[src/rtl/ssrc_pkg.sv]
// Shared types, constants and codes for the stepper step-rate commander.
package ssrc_pkg;

    localparam int unsigned TIMER_CLOCK_HZ = 1000000;

    localparam int unsigned RPM_W   = 16;
    localparam int unsigned SPR_W   = 16;
    localparam int unsigned RATE_W  = 19;
    localparam int unsigned SETUP_W = 8;
    localparam int unsigned PER_W   = 17;
    localparam int unsigned HIGH_W  = 16;
    localparam int unsigned CFG_W   = 19;
    localparam int unsigned CFG_IDX_W = 2;

    // Divider word: wide enough for rpm times steps per revolution.
    localparam int unsigned DIV_W     = RPM_W + SPR_W;
    localparam int unsigned CLK_W     = $clog2(TIMER_CLOCK_HZ + 1);
    localparam int unsigned PER_SHIFT = DIV_W - CLK_W;
    localparam int unsigned STEP_W    = $clog2(DIV_W + 1);

    localparam int unsigned RPM_ROUND = 30;
    localparam int unsigned RPM_DIV   = 60;
    localparam int unsigned PER_MIN   = 2;
    localparam int unsigned PER_MAX   = 65536;

    // Division by 60 of a word below 2^32: drop two bits, then multiply by the
    // reciprocal of 15 scaled by 2^34, which is exact for every 30-bit value.
    localparam int unsigned RECIP_PRE   = 2;
    localparam int unsigned RECIP_W     = 31;
    localparam int unsigned RECIP_15    = 1145324613;
    localparam int unsigned RECIP_SHIFT = 34;
    localparam int unsigned QPROD_W     = DIV_W - RECIP_PRE + RECIP_W;
    localparam int unsigned QUO_W       = QPROD_W - RECIP_SHIFT;

    localparam int unsigned SPR_RST   = 3200;
    localparam int unsigned MIN_RST   = 20;
    localparam int unsigned MAX_RST   = 8000;
    localparam int unsigned SETUP_RST = 1;

    localparam logic [CFG_IDX_W-1:0] CFG_SPR   = 2'd0;
    localparam logic [CFG_IDX_W-1:0] CFG_MIN   = 2'd1;
    localparam logic [CFG_IDX_W-1:0] CFG_MAX   = 2'd2;
    localparam logic [CFG_IDX_W-1:0] CFG_SETUP = 2'd3;

    typedef enum logic [1:0] {
        REQ_SPEED = 2'd0,
        REQ_TICK  = 2'd1,
        REQ_STOP  = 2'd2,
        REQ_NONE  = 2'd3
    } t_req;

    typedef enum logic [2:0] {
        ACT_NONE      = 3'd0,
        ACT_HALT      = 3'd1,
        ACT_REVERSE   = 3'd2,
        ACT_COUNT     = 3'd3,
        ACT_PEND_TAKE = 3'd4,
        ACT_LAUNCH    = 3'd5
    } t_act;

    typedef struct packed {
        logic [1:0]       req_type;
        logic             direction;
        logic [RPM_W-1:0] rpm_req;
    } t_in_item;

    typedef struct packed {
        logic              pulse_enable;
        logic              dir_level;
        logic [PER_W-1:0]  period_ticks;
        logic [HIGH_W-1:0] high_ticks;
        logic              counter_cleared;
        logic              reversal_pending;
    } t_out_item;

    typedef struct packed {
        logic load_item;
        logic load_prod;
        logic load_quo;
        logic div_start;
        logic load_rate;
        t_act act;
        logic emit;
    } t_dp_cmd;

    typedef struct packed {
        t_req req;
        logic rate_zero;
        logic running;
        logic dir_diff;
        logic pend_valid;
        logic cnt_zero;
        logic div_busy;
        logic out_free;
    } t_dp_stat;

endpackage

[src/rtl/ssrc_in_if.sv]
// Command channel: valid/ready handshake carrying one command item.
interface ssrc_in_if;
    import ssrc_pkg::*;

    logic     valid;
    logic     ready;
    t_in_item data;

    modport source (output valid, output data, input ready);
    modport sink (input valid, input data, output ready);
endinterface

[src/rtl/ssrc_out_if.sv]
// Result channel: valid/ready handshake carrying one drive-settings item.
interface ssrc_out_if;
    import ssrc_pkg::*;

    logic      valid;
    logic      ready;
    t_out_item data;

    modport source (output valid, output data, input ready);
    modport sink (input valid, input data, output ready);
endinterface

[src/rtl/ssrc_div.sv]
// Bit-serial restoring divider, one quotient bit per cycle.
module ssrc_div (
    input  logic                        i_clk,
    input  logic                        i_rst_n,
    input  logic                        i_start,
    input  logic [ssrc_pkg::DIV_W-1:0]  i_dividend,
    input  logic [ssrc_pkg::DIV_W-1:0]  i_divisor,
    input  logic [ssrc_pkg::STEP_W-1:0] i_steps,
    output logic                        o_busy,
    output logic [ssrc_pkg::DIV_W-1:0]  o_quot
);
    import ssrc_pkg::*;

    logic [STEP_W-1:0] r_cnt;
    logic [DIV_W-1:0]  r_quot;
    logic [DIV_W-1:0]  r_rem;
    logic [DIV_W-1:0]  r_div;
    logic [DIV_W:0]    rem_sh;
    logic [DIV_W:0]    diff;
    logic              ge;

    // The dividend sits left-aligned in the quotient register; its top bit
    // shifts into the remainder while the new quotient bit enters below.
    always_comb begin
        rem_sh = {r_rem, r_quot[DIV_W-1]};
        diff   = rem_sh - {1'b0, r_div};
        ge     = ~diff[DIV_W];
    end

    always_ff @(posedge i_clk) begin
        if (!i_rst_n) begin
            r_cnt <= '0;
        end else if (i_start) begin
            r_cnt <= i_steps;
        end else if (r_cnt != '0) begin
            r_cnt <= r_cnt - 1'b1;
        end
    end

    always_ff @(posedge i_clk) begin
        if (i_start) begin
            r_quot <= i_dividend;
            r_rem  <= '0;
            r_div  <= i_divisor;
        end else if (r_cnt != '0) begin
            r_quot <= {r_quot[DIV_W-2:0], ge};
            r_rem  <= ge ? diff[DIV_W-1:0] : rem_sh[DIV_W-1:0];
        end
    end

    assign o_busy = (r_cnt != '0);
    assign o_quot = r_quot;

endmodule

[src/rtl/ssrc_ctrl.sv]
// Sequencer that steps each command through the shared datapath.
module ssrc_ctrl (
    input  logic               i_clk,
    input  logic               i_rst_n,
    input  logic               i_in_valid,
    output logic               o_in_ready,
    input  ssrc_pkg::t_dp_stat i_stat,
    output ssrc_pkg::t_dp_cmd  o_cmd
);
    import ssrc_pkg::*;

    typedef enum logic [7:0] {
        S_IDLE     = 8'b0000_0001,
        S_DISPATCH = 8'b0000_0010,
        S_MUL      = 8'b0000_0100,
        S_DIV_RATE = 8'b0000_1000,
        S_DECIDE   = 8'b0001_0000,
        S_PEND     = 8'b0010_0000,
        S_DIV_PER  = 8'b0100_0000,
        S_FIN      = 8'b1000_0000
    } t_state;

    t_state r_state;
    t_state n_state;

    always_ff @(posedge i_clk) begin
        if (!i_rst_n) begin
            r_state <= S_IDLE;
        end else begin
            r_state <= n_state;
        end
    end

    always_comb begin
        n_state         = r_state;
        o_cmd           = '0;
        o_cmd.act       = ACT_NONE;
        o_in_ready      = (r_state == S_IDLE);
        case (r_state)
            S_IDLE: begin
                if (i_in_valid) begin
                    o_cmd.load_item = 1'b1;
                    n_state         = S_DISPATCH;
                end
            end
            S_DISPATCH: begin
                case (i_stat.req)
                    REQ_SPEED: begin
                        o_cmd.load_prod = 1'b1;
                        n_state         = S_MUL;
                    end
                    REQ_TICK: begin
                        n_state = S_FIN;
                        if (i_stat.pend_valid) begin
                            if (i_stat.cnt_zero) begin
                                o_cmd.act = ACT_PEND_TAKE;
                                n_state   = S_PEND;
                            end else begin
                                o_cmd.act = ACT_COUNT;
                            end
                        end
                    end
                    REQ_STOP: begin
                        o_cmd.act = ACT_HALT;
                        n_state   = S_FIN;
                    end
                    default: begin
                        n_state = S_FIN;
                    end
                endcase
            end
            S_MUL: begin
                o_cmd.load_quo = 1'b1;
                n_state        = S_DIV_RATE;
            end
            S_DIV_RATE: begin
                o_cmd.load_rate = 1'b1;
                n_state         = S_DECIDE;
            end
            S_DECIDE: begin
                if (i_stat.rate_zero) begin
                    o_cmd.act = ACT_HALT;
                    n_state   = S_FIN;
                end else if (i_stat.running && i_stat.dir_diff) begin
                    o_cmd.act = ACT_REVERSE;
                    n_state   = S_FIN;
                end else begin
                    o_cmd.div_start = 1'b1;
                    n_state         = S_DIV_PER;
                end
            end
            S_PEND: begin
                if (i_stat.rate_zero) begin
                    o_cmd.act = ACT_HALT;
                    n_state   = S_FIN;
                end else begin
                    o_cmd.div_start = 1'b1;
                    n_state         = S_DIV_PER;
                end
            end
            S_DIV_PER: begin
                if (!i_stat.div_busy) begin
                    o_cmd.act = ACT_LAUNCH;
                    n_state   = S_FIN;
                end
            end
            S_FIN: begin
                if (i_stat.out_free) begin
                    o_cmd.emit = 1'b1;
                    n_state    = S_IDLE;
                end
            end
            default: begin
                n_state = S_IDLE;
            end
        endcase
    end

endmodule

[src/rtl/ssrc_dp.sv]
// Datapath: configuration, axis state, rate arithmetic and result register.
module ssrc_dp (
    input  logic                           i_clk,
    input  logic                           i_rst_n,
    input  logic                           i_cfg_we,
    input  logic [ssrc_pkg::CFG_IDX_W-1:0] i_cfg_idx,
    input  logic [ssrc_pkg::CFG_W-1:0]     i_cfg_data,
    input  ssrc_pkg::t_in_item             i_in_data,
    input  ssrc_pkg::t_dp_cmd              i_cmd,
    output ssrc_pkg::t_dp_stat             o_stat,
    output logic                           o_out_valid,
    input  logic                           i_out_ready,
    output ssrc_pkg::t_out_item            o_out_data
);
    import ssrc_pkg::*;

    // Configuration
    logic [SPR_W-1:0]   r_spr;
    logic [RATE_W-1:0]  r_min;
    logic [RATE_W-1:0]  r_max;
    logic [SETUP_W-1:0] r_setup;

    // Working registers of the current command
    t_in_item           r_item;
    logic [DIV_W-1:0]   r_prod;
    logic [QUO_W-1:0]   r_quo;
    logic [RATE_W-1:0]  r_rate;
    logic               r_cmd_dir;
    logic               r_cleared;

    // Axis state
    logic               r_running;
    logic               r_act_dir;
    logic               r_dir_pin;
    logic               r_pend;
    logic               r_pend_dir;
    logic [RATE_W-1:0]  r_pend_rate;
    logic [SETUP_W-1:0] r_cnt;
    logic [PER_W-1:0]   r_period;
    logic [HIGH_W-1:0]  r_high;

    logic               r_out_valid;
    t_out_item          r_out;

    logic [DIV_W-1:0]   div_dividend;
    logic [DIV_W-1:0]   div_divisor;
    logic [STEP_W-1:0]  div_steps;
    logic               div_busy;
    logic [DIV_W-1:0]   div_quot;
    logic [QPROD_W-1:0] quo_prod;
    logic [RATE_W-1:0]  rate_next;
    logic [PER_W-1:0]   per_sat;
    logic               out_free;

    ssrc_div u_div (
        .i_clk      (i_clk),
        .i_rst_n    (i_rst_n),
        .i_start    (i_cmd.div_start),
        .i_dividend (div_dividend),
        .i_divisor  (div_divisor),
        .i_steps    (div_steps),
        .o_busy     (div_busy),
        .o_quot     (div_quot)
    );

    // The divider forms the period from the timer clock and the step rate.
    assign div_dividend = DIV_W'(TIMER_CLOCK_HZ) << PER_SHIFT;
    assign div_divisor  = DIV_W'(r_rate);
    assign div_steps    = STEP_W'(CLK_W);

    // The rounded product is divided by 60 through a reciprocal multiply.
    assign quo_prod = QPROD_W'(r_prod[DIV_W-1:RECIP_PRE]) * QPROD_W'(RECIP_15);

    // The minimum test comes before the clamp, so a rate below min_rate gives zero even if max_rate is lower.
    always_comb begin
        if (r_quo < QUO_W'(r_min)) begin
            rate_next = '0;
        end else if (r_quo > QUO_W'(r_max)) begin
            rate_next = r_max;
        end else begin
            rate_next = r_quo[RATE_W-1:0];
        end
    end

    always_comb begin
        if (div_quot < DIV_W'(PER_MIN)) begin
            per_sat = PER_W'(PER_MIN);
        end else if (div_quot > DIV_W'(PER_MAX)) begin
            per_sat = PER_W'(PER_MAX);
        end else begin
            per_sat = div_quot[PER_W-1:0];
        end
    end

    always_ff @(posedge i_clk) begin
        if (!i_rst_n) begin
            r_spr   <= SPR_W'(SPR_RST);
            r_min   <= RATE_W'(MIN_RST);
            r_max   <= RATE_W'(MAX_RST);
            r_setup <= SETUP_W'(SETUP_RST);
        end else if (i_cfg_we) begin
            case (i_cfg_idx)
                CFG_SPR:   r_spr   <= i_cfg_data[SPR_W-1:0];
                CFG_MIN:   r_min   <= i_cfg_data[RATE_W-1:0];
                CFG_MAX:   r_max   <= i_cfg_data[RATE_W-1:0];
                CFG_SETUP: r_setup <= i_cfg_data[SETUP_W-1:0];
                default: begin
                end
            endcase
        end
    end

    always_ff @(posedge i_clk) begin
        if (i_cmd.load_item) begin
            r_item    <= i_in_data;
            r_cmd_dir <= i_in_data.direction;
            r_cleared <= 1'b0;
        end
        if (i_cmd.load_prod) begin
            r_prod <= DIV_W'(r_item.rpm_req) * DIV_W'(r_spr) + DIV_W'(RPM_ROUND);
        end
        if (i_cmd.load_quo) begin
            r_quo <= quo_prod[QPROD_W-1:RECIP_SHIFT];
        end
        if (i_cmd.load_rate) begin
            r_rate <= rate_next;
        end
        if (i_cmd.act == ACT_PEND_TAKE) begin
            r_rate    <= r_pend_rate;
            r_cmd_dir <= r_pend_dir;
        end
        if (i_cmd.act == ACT_LAUNCH) begin
            r_cleared <= 1'b1;
        end
    end

    always_ff @(posedge i_clk) begin
        if (!i_rst_n) begin
            r_running   <= 1'b0;
            r_act_dir   <= 1'b0;
            r_dir_pin   <= 1'b0;
            r_pend      <= 1'b0;
            r_pend_dir  <= 1'b0;
            r_pend_rate <= '0;
            r_cnt       <= '0;
            r_period    <= PER_W'(PER_MIN);
            r_high      <= '0;
        end else begin
            case (i_cmd.act)
                ACT_HALT: begin
                    r_running <= 1'b0;
                    r_pend    <= 1'b0;
                    r_cnt     <= '0;
                    r_high    <= '0;
                end
                ACT_REVERSE: begin
                    // Pulses stop and the direction pin changes at once; the new rate waits out setup.
                    r_running   <= 1'b0;
                    r_high      <= '0;
                    r_dir_pin   <= r_item.direction;
                    r_pend      <= 1'b1;
                    r_pend_dir  <= r_item.direction;
                    r_pend_rate <= r_rate;
                    r_cnt       <= r_setup;
                end
                ACT_COUNT: begin
                    r_cnt <= r_cnt - 1'b1;
                end
                ACT_PEND_TAKE: begin
                    r_pend <= 1'b0;
                end
                ACT_LAUNCH: begin
                    r_running <= 1'b1;
                    r_dir_pin <= r_cmd_dir;
                    r_act_dir <= r_cmd_dir;
                    r_period  <= per_sat;
                    r_high    <= per_sat[PER_W-1:1];
                end
                default: begin
                end
            endcase
        end
    end

    assign out_free = ~r_out_valid | i_out_ready;

    always_ff @(posedge i_clk) begin
        if (!i_rst_n) begin
            r_out_valid <= 1'b0;
        end else if (i_cmd.emit) begin
            r_out_valid <= 1'b1;
        end else if (i_out_ready) begin
            r_out_valid <= 1'b0;
        end
    end

    always_ff @(posedge i_clk) begin
        if (i_cmd.emit) begin
            r_out.pulse_enable     <= r_running;
            r_out.dir_level        <= r_dir_pin;
            r_out.period_ticks     <= r_period;
            r_out.high_ticks       <= r_high;
            r_out.counter_cleared  <= r_cleared;
            r_out.reversal_pending <= r_pend;
        end
    end

    always_comb begin
        o_stat.req        = t_req'(r_item.req_type);
        o_stat.rate_zero  = (r_rate == '0);
        o_stat.running    = r_running;
        o_stat.dir_diff   = (r_item.direction != r_act_dir);
        o_stat.pend_valid = r_pend;
        o_stat.cnt_zero   = (r_cnt == '0);
        o_stat.div_busy   = div_busy;
        o_stat.out_free   = out_free;
    end

    assign o_out_valid = r_out_valid;
    assign o_out_data  = r_out;

    a_high_half: assert property (@(posedge i_clk) disable iff (!i_rst_n)
        r_running |-> (r_high == r_period[PER_W-1:1]))
        else $error("high time is not half the period while running");

    a_stopped_low: assert property (@(posedge i_clk) disable iff (!i_rst_n)
        !r_running |-> (r_high == '0))
        else $error("high time nonzero while stopped");

    a_period_range: assert property (@(posedge i_clk) disable iff (!i_rst_n)
        (r_period >= PER_W'(PER_MIN)) && (r_period <= PER_W'(PER_MAX)))
        else $error("period outside its saturation range");

    a_count_pending: assert property (@(posedge i_clk) disable iff (!i_rst_n)
        (r_cnt != '0) |-> r_pend)
        else $error("setup countdown running without a pending command");

endmodule

[src/rtl/stepper_step_rate_commander_core.sv]
// Top level of one stepper axis step-rate commander.
//
// Commands enter on i_in (speed command, tick, or stop) and
// each one produces exactly one drive-settings item on o_out: pulse enable,
// direction pin level, period and high time in timer ticks, whether the
// period counter was restarted, and whether a reversal is pending.
// Registers are to be written through i_cfg_we / i_cfg_idx / i_cfg_data
// only while the block is idle, so that they affect later commands only;
// the block itself does not enforce this. One command is worked at a time. A
// speed command that starts the axis runs the bit-serial divider that forms
// the period; one that stops or reverses the axis skips it. A tick that
// starts a pending command also runs the divider; other items skip it.
// i_in.ready is high while the sequencer is idle, so the next transfer can
// come in the cycle after the sequencer loads the result register. The result register
// decouples the two sides: a new command is accepted while the previous
// result still waits. If that result is still held when the next one is
// ready, the sequencer waits for it and i_in stays blocked meanwhile.
// Reset (synchronous, active low) stops the axis, clears any pending
// reversal and restores the default configuration.
module stepper_step_rate_commander_core (
    input  logic                           i_clk,
    input  logic                           i_rst_n,
    ssrc_in_if.sink                        i_in,
    ssrc_out_if.source                     o_out,
    input  logic                           i_cfg_we,
    input  logic [ssrc_pkg::CFG_IDX_W-1:0] i_cfg_idx,
    input  logic [ssrc_pkg::CFG_W-1:0]     i_cfg_data
);
    import ssrc_pkg::*;

    t_dp_cmd  dp_cmd;
    t_dp_stat dp_stat;
    logic     in_ready;

    ssrc_ctrl u_ctrl (
        .i_clk      (i_clk),
        .i_rst_n    (i_rst_n),
        .i_in_valid (i_in.valid),
        .o_in_ready (in_ready),
        .i_stat     (dp_stat),
        .o_cmd      (dp_cmd)
    );

    ssrc_dp u_dp (
        .i_clk       (i_clk),
        .i_rst_n     (i_rst_n),
        .i_cfg_we    (i_cfg_we),
        .i_cfg_idx   (i_cfg_idx),
        .i_cfg_data  (i_cfg_data),
        .i_in_data   (i_in.data),
        .i_cmd       (dp_cmd),
        .o_stat      (dp_stat),
        .o_out_valid (o_out.valid),
        .i_out_ready (o_out.ready),
        .o_out_data  (o_out.data)
    );

    assign i_in.ready = in_ready;

endmodule
[src/flat_wrapper.sv]
// flat-port wrapper written by rule: the top's interface ports become plain ports
module stepper_step_rate_commander_core_flat import ssrc_pkg::*;
  (i_clk, i_rst_n, i_cfg_we, i_cfg_idx, i_cfg_data, i_in_valid, i_in_data, i_in_ready, o_out_valid, o_out_data, o_out_ready);
  ssrc_in_if i_in_i ();
  ssrc_out_if o_out_i ();
  input  logic i_clk;
  input  logic i_rst_n;
  input  logic i_cfg_we;
  input  logic [ssrc_pkg::CFG_IDX_W-1:0] i_cfg_idx;
  input  logic [ssrc_pkg::CFG_W-1:0] i_cfg_data;
  input wire logic [$bits(i_in_i.valid)-1:0] i_in_valid;
  input wire logic [$bits(i_in_i.data)-1:0] i_in_data;
  output wire logic [$bits(i_in_i.ready)-1:0] i_in_ready;
  output wire logic [$bits(o_out_i.valid)-1:0] o_out_valid;
  output wire logic [$bits(o_out_i.data)-1:0] o_out_data;
  input wire logic [$bits(o_out_i.ready)-1:0] o_out_ready;
  assign i_in_i.valid = i_in_valid;
  assign i_in_i.data = i_in_data;
  assign i_in_ready = i_in_i.ready;
  assign o_out_valid = o_out_i.valid;
  assign o_out_data = o_out_i.data;
  assign o_out_i.ready = o_out_ready;
  stepper_step_rate_commander_core u_core (.i_clk(i_clk), .i_rst_n(i_rst_n), .i_in(i_in_i), .o_out(o_out_i), .i_cfg_we(i_cfg_we), .i_cfg_idx(i_cfg_idx), .i_cfg_data(i_cfg_data));
endmodule
[config.mk]
export PLATFORM = sky130hd
export DESIGN_NAME = stepper_step_rate_commander_core_flat
export DESIGN_NICKNAME = d
export VERILOG_FILES = /design/src/rtl/ssrc_pkg.sv /design/src/rtl/ssrc_in_if.sv /design/src/rtl/ssrc_out_if.sv /design/src/rtl/ssrc_div.sv /design/src/rtl/ssrc_ctrl.sv /design/src/rtl/ssrc_dp.sv /design/src/rtl/stepper_step_rate_commander_core.sv /design/src/flat_wrapper.sv
export SDC_FILE = /design/constraint.sdc
export NUM_CORES = 2
export LEC_CHECK = 0
export ABC_CLOCK_PERIOD_IN_PS = 7000
export BUFFER_PORTS_ARGS = -buffer_cell sky130_fd_sc_hd__buf_2
export CAP_MARGIN = 20
export CORE_MARGIN = 10
export CORE_UTILIZATION = 33
export CTS_BUF_LIST = sky130_fd_sc_hd__clkbuf_8
export CTS_CLUSTER_SIZE = 24
export DETAILED_ROUTE_END_ITERATION = 7
export SETUP_SLACK_MARGIN = 0.4
export SLEW_MARGIN = 5
export SYNTH_ARGS = -nofsm -noshare
export SYNTH_HDL_FRONTEND = slang
export SYNTH_SLANG_ARGS = --single-unit
[constraint.sdc]
create_clock -name i_clk -period 7 [get_ports i_clk]
set_input_delay 1.4 -clock i_clk [delete_from_list [all_inputs] [get_ports i_clk]]
set_output_delay 1.4 -clock i_clk [all_outputs]
set_load 0.05 [all_outputs]
==> impl_metrics.ini <==
[status]
status = complete, but fails checks
violations = design-rule violations

[clock_tree]
htree_levels = 2
cts_tree = yes
clockRootBuffer = clkbuf_8
clk_latency_ns = 0.73
cts_buffer_depth = 3
cts_buffers = 60
clock_sinks = 359
cts_hold_buf = 0
clk_pin_slew_ns = 0.07

[synthesis]
synth_edf_count = 152
synth_top_area_frac = 0.199
synth_nets = 4192
synth_area_um2 = 32400
synthCells = 3378
ys_top_cells_by_area = fa_1 (20%), ha_1 (17%), edfxtp_1 (14%), dfxtp_1 (13%), inv_1 (6.4%)
avgSynthCellArea_um2 = 9.58
synth_top_flop_cell = dfxtp_1
seq_area_frac_synth = 0.269
synth_top_area_cell = fa_1
synth_cell_types = 68
synth-async-reset-ratio = 0
yosysWarnings = 0
synth_seq_cells = 359

[global_route]
grt_overflow_total = 0
grt_pass1_vias = 23800
grt_max_degree = 98
antenna_found_initial = 9
grt_pass1_wl_mm = 127
gr-usage-all-layers = 0.140

[layout]
final_util = 0.371
area_delta_synth_final_pct = 11.1
ff_latch_area_um2 = 8710
layout-drive-gt1-share = 0.0791
fin_nets = 4288
multi_input_area_um2 = 21300
fillers = 9805

[die]
die_w_um = 333
initial_core_util = 0.334
io_pins = 84
dieArea_um2 = 111000
core_um2 = 97000
rows = 114
die_h_um = 333

[critical_path]
path_max_fanout = 5
critical_path.n_buffers_inverters = 5
crit_chain = ha_1, ha_1, inv_1, fa_1, inv_1, ha_1, inv_1, fa_1, inv_1, fa_1, ha_1, ha_1, nand3_1, o22ai_2, o21bai_1, o311ai_0, a21bo_2, a211oi_1, a211oi_1, o31ai_1, xor2_1, buf_4
required_ns = 7.46
worstSetupStartpointType = flip-flop
endpoint = u_core.u_dp.r_quo[0]$_DFFE_PP_
crit_start = u_core.u_dp.r_prod[13]$_DFFE_PP_
ff2ff_setup_slack_ns = 0.60
critPathSlowestCell = edfxtp_1
r2r-start = u_core.u_dp.r_prod[13]$_DFFE_PP_
endpoint_kind = flip-flop
arrival_ns = 6.85
cpMostUsedCell = ha_1
crit_type = flip-flop to flip-flop
cp.depth = 22
reg2reg_depth = 22
path_delay_family = adder cells
slowest_delay_ns = 0.50
reg2reg_to = u_core.u_dp.r_quo[0]$_DFFE_PP_

[placement]
dp_worst_setup_slack_ns = 0.281
place.gp.congestion = 0.882
dp_hpwl_mm = 63.1
port_buffers = 83

[flow_run]
drv_cap = 0

[timing]
max_slew_margin = 0.268
rsz0062_at_grt = yes
finalMaxSlewViolations = 0
hold_violations = 0
fmax_mhz = 156
worst_slew_pin_slew_ns = 1.09
finalCritPeriodShare = 0.914
setup_violations = 0
worst_slack_ns = 0.603
post-route-min-period_ns = 6.40
clock_skew_ns = 0.0446
timing.setup.tns_ns = 0

[power]
pwr_density_cell_nw_per_um2 = 327
ir_drop_mv = 0.289
p_leak_uw = 0.0164

[route]
drc = 1
wire_per_inst_um = 16.4
drtIter0Drc = 1356
ant_nets = 0
routed_wl_mm = 78.6
dr.pass1.iters = 8
vias_per_cell = 4.87
dr_total_vias = 23400

[min_path]
worstHoldPathType = flip-flop to flip-flop
cell families (layout without fill, tap and decap cells):
group           Yosys count  count (layout)  synth area share
fa+ha+maj               769             769             0.372
mux                      59              59            0.0183
flops                   359             359             0.269
xor+xnor                 87              87            0.0236
compound gates          520             520             0.106
buf+inv                 659             807            0.0765
simple gates            925             925             0.134
other cells               0               2                 0
metrics by stage:
stage               power (uW)  hold WS [ns]  instances  area, um^2
floorplan                 7770         0.408       3378       32400
global placement          9520         0.413       4675       34400
detailed placement        9560         0.418       4675       34400
CTS                      11700         0.433       4789       35700
global route             12900         0.442       4803       35900
finish                   11800         0.426       4804       35900
power by group:
part	switching [uW]	internal [uW]	leakage [uW]
sequential	227	2570	0.00308
clock	934	1110	0.000744
combinational	4140	2770	0.0126
Yosys cell counts, drive strengths merged (20+ instances only):
cell type,n
o211ai,26
nor3,35
nand2,459
nor2,105
clkbuf,106
ha,447
xnor2,63
mux2i,58
fa,322
inv,551
nor4,28
o21ai,76
edfxtp,152
and2,107
a21oi,146
nor2b,54
a21o,41
a211oi,27
a21boi,82
dfxtp,207
nand4,20
o31ai,23
xor2,24
nand3,49
registers in the layout, summed over array words and instances (netlist names), 19 cells and up:
register and count:
u_core.u_dp.r_max 19, u_core.u_dp.u_div.r_div 19, u_core.u_dp.r_quo 27, u_core.u_dp.r_rate 19, u_core.u_dp.u_div.r_rem 32, u_core.u_dp.o_out_data 37
u_core.u_dp.r_pend_rate 19, u_core.u_dp.u_div.o_quot 32, u_core.u_dp.r_min 19, u_core.u_dp.r_prod 30
final cells by class:
type | count | area share
sequential | 359 | 0.242
tap | 1276 | 0.0444
clock inverter | 44 | 0.00992
multi-input combinational | 2360 | 0.593
inverter | 551 | 0.0575
antenna | 2 | 0.000139
clock buffer | 70 | 0.0268
timing repair buffer | 142 | 0.0256
worst reg2reg max path: stages (launching register included):
cell	delay, ns
edfxtp_1	0.50
ha_1	0.26
ha_1	0.32
inv_1	0.09
fa_1	0.50
inv_1	0.16
ha_1	0.34
inv_1	0.04
fa_1	0.48
inv_1	0.06
fa_1	0.48
ha_1	0.34
ha_1	0.37
nand3_1	0.11
o22ai_2	0.25
o21bai_1	0.17
o311ai_0	0.30
a21bo_2	0.30
a211oi_1	0.23
a211oi_1	0.10
o31ai_1	0.38
xor2_1	0.18
buf_4	0.20
how the worst min path moves through the flow:
stage / depth (start not counted) / from / end
after global routing: 0 / u_core.u_dp.r_dir_pin$_SDFFE_PN0P_ / u_core.u_dp.o_out_data[35]$_DFFE_PP_
after detailed placement: 0 / u_core.u_dp.r_period[12]$_SDFFE_PN0P_ / u_core.u_dp.o_out_data[30]$_DFFE_PP_
after global placement: 0 / u_core.u_dp.r_dir_pin$_SDFFE_PN0P_ / u_core.u_dp.o_out_data[35]$_DFFE_PP_
final: 0 / u_core.u_dp.r_period[13]$_SDFFE_PN0P_ / u_core.u_dp.o_out_data[31]$_DFFE_PP_
after CTS: 0 / u_core.u_dp.r_period[13]$_SDFFE_PN0P_ / u_core.u_dp.o_out_data[31]$_DFFE_PP_
after floorplan: 0 / u_core.u_dp.r_dir_pin$_SDFFE_PN0P_ / u_core.u_dp.o_out_data[35]$_DFFE_PP_
cell usage in the layout (no fill, tap or decap), types with 31 or more instances in the layout:
cell,instances
and2_1,107
buf_4,56
a21boi_0,81
a21oi_1,144
a21o_1,41
nand3_1,49
mux2i_1,58
dfxtp_1,203
nand2_1,458
xnor2_1,62
inv_1,568
o21ai_0,70
nor2b_1,53
buf_2,82
ha_1,443
clkbuf_8,70
edfxtp_1,152
nor2_1,104
fa_1,319
nor3_1,31
layer usage:
layer  GRT usage  up-vias  share of wire
met4      0.0469        6          0.030
li1            -    11400              -
met5           0        -        0.00050
met1       0.180    11400           0.45
met2       0.233      444           0.47
met3      0.0280      130          0.051
timing repair:
item	in CTS	in global routing
resized for setup	2	30
endpoints found under the setup margin	5	25
buffers inserted	0	11
gates cloned	0	0
pin swaps	0	6
Power figures use the tool's default switching activity.
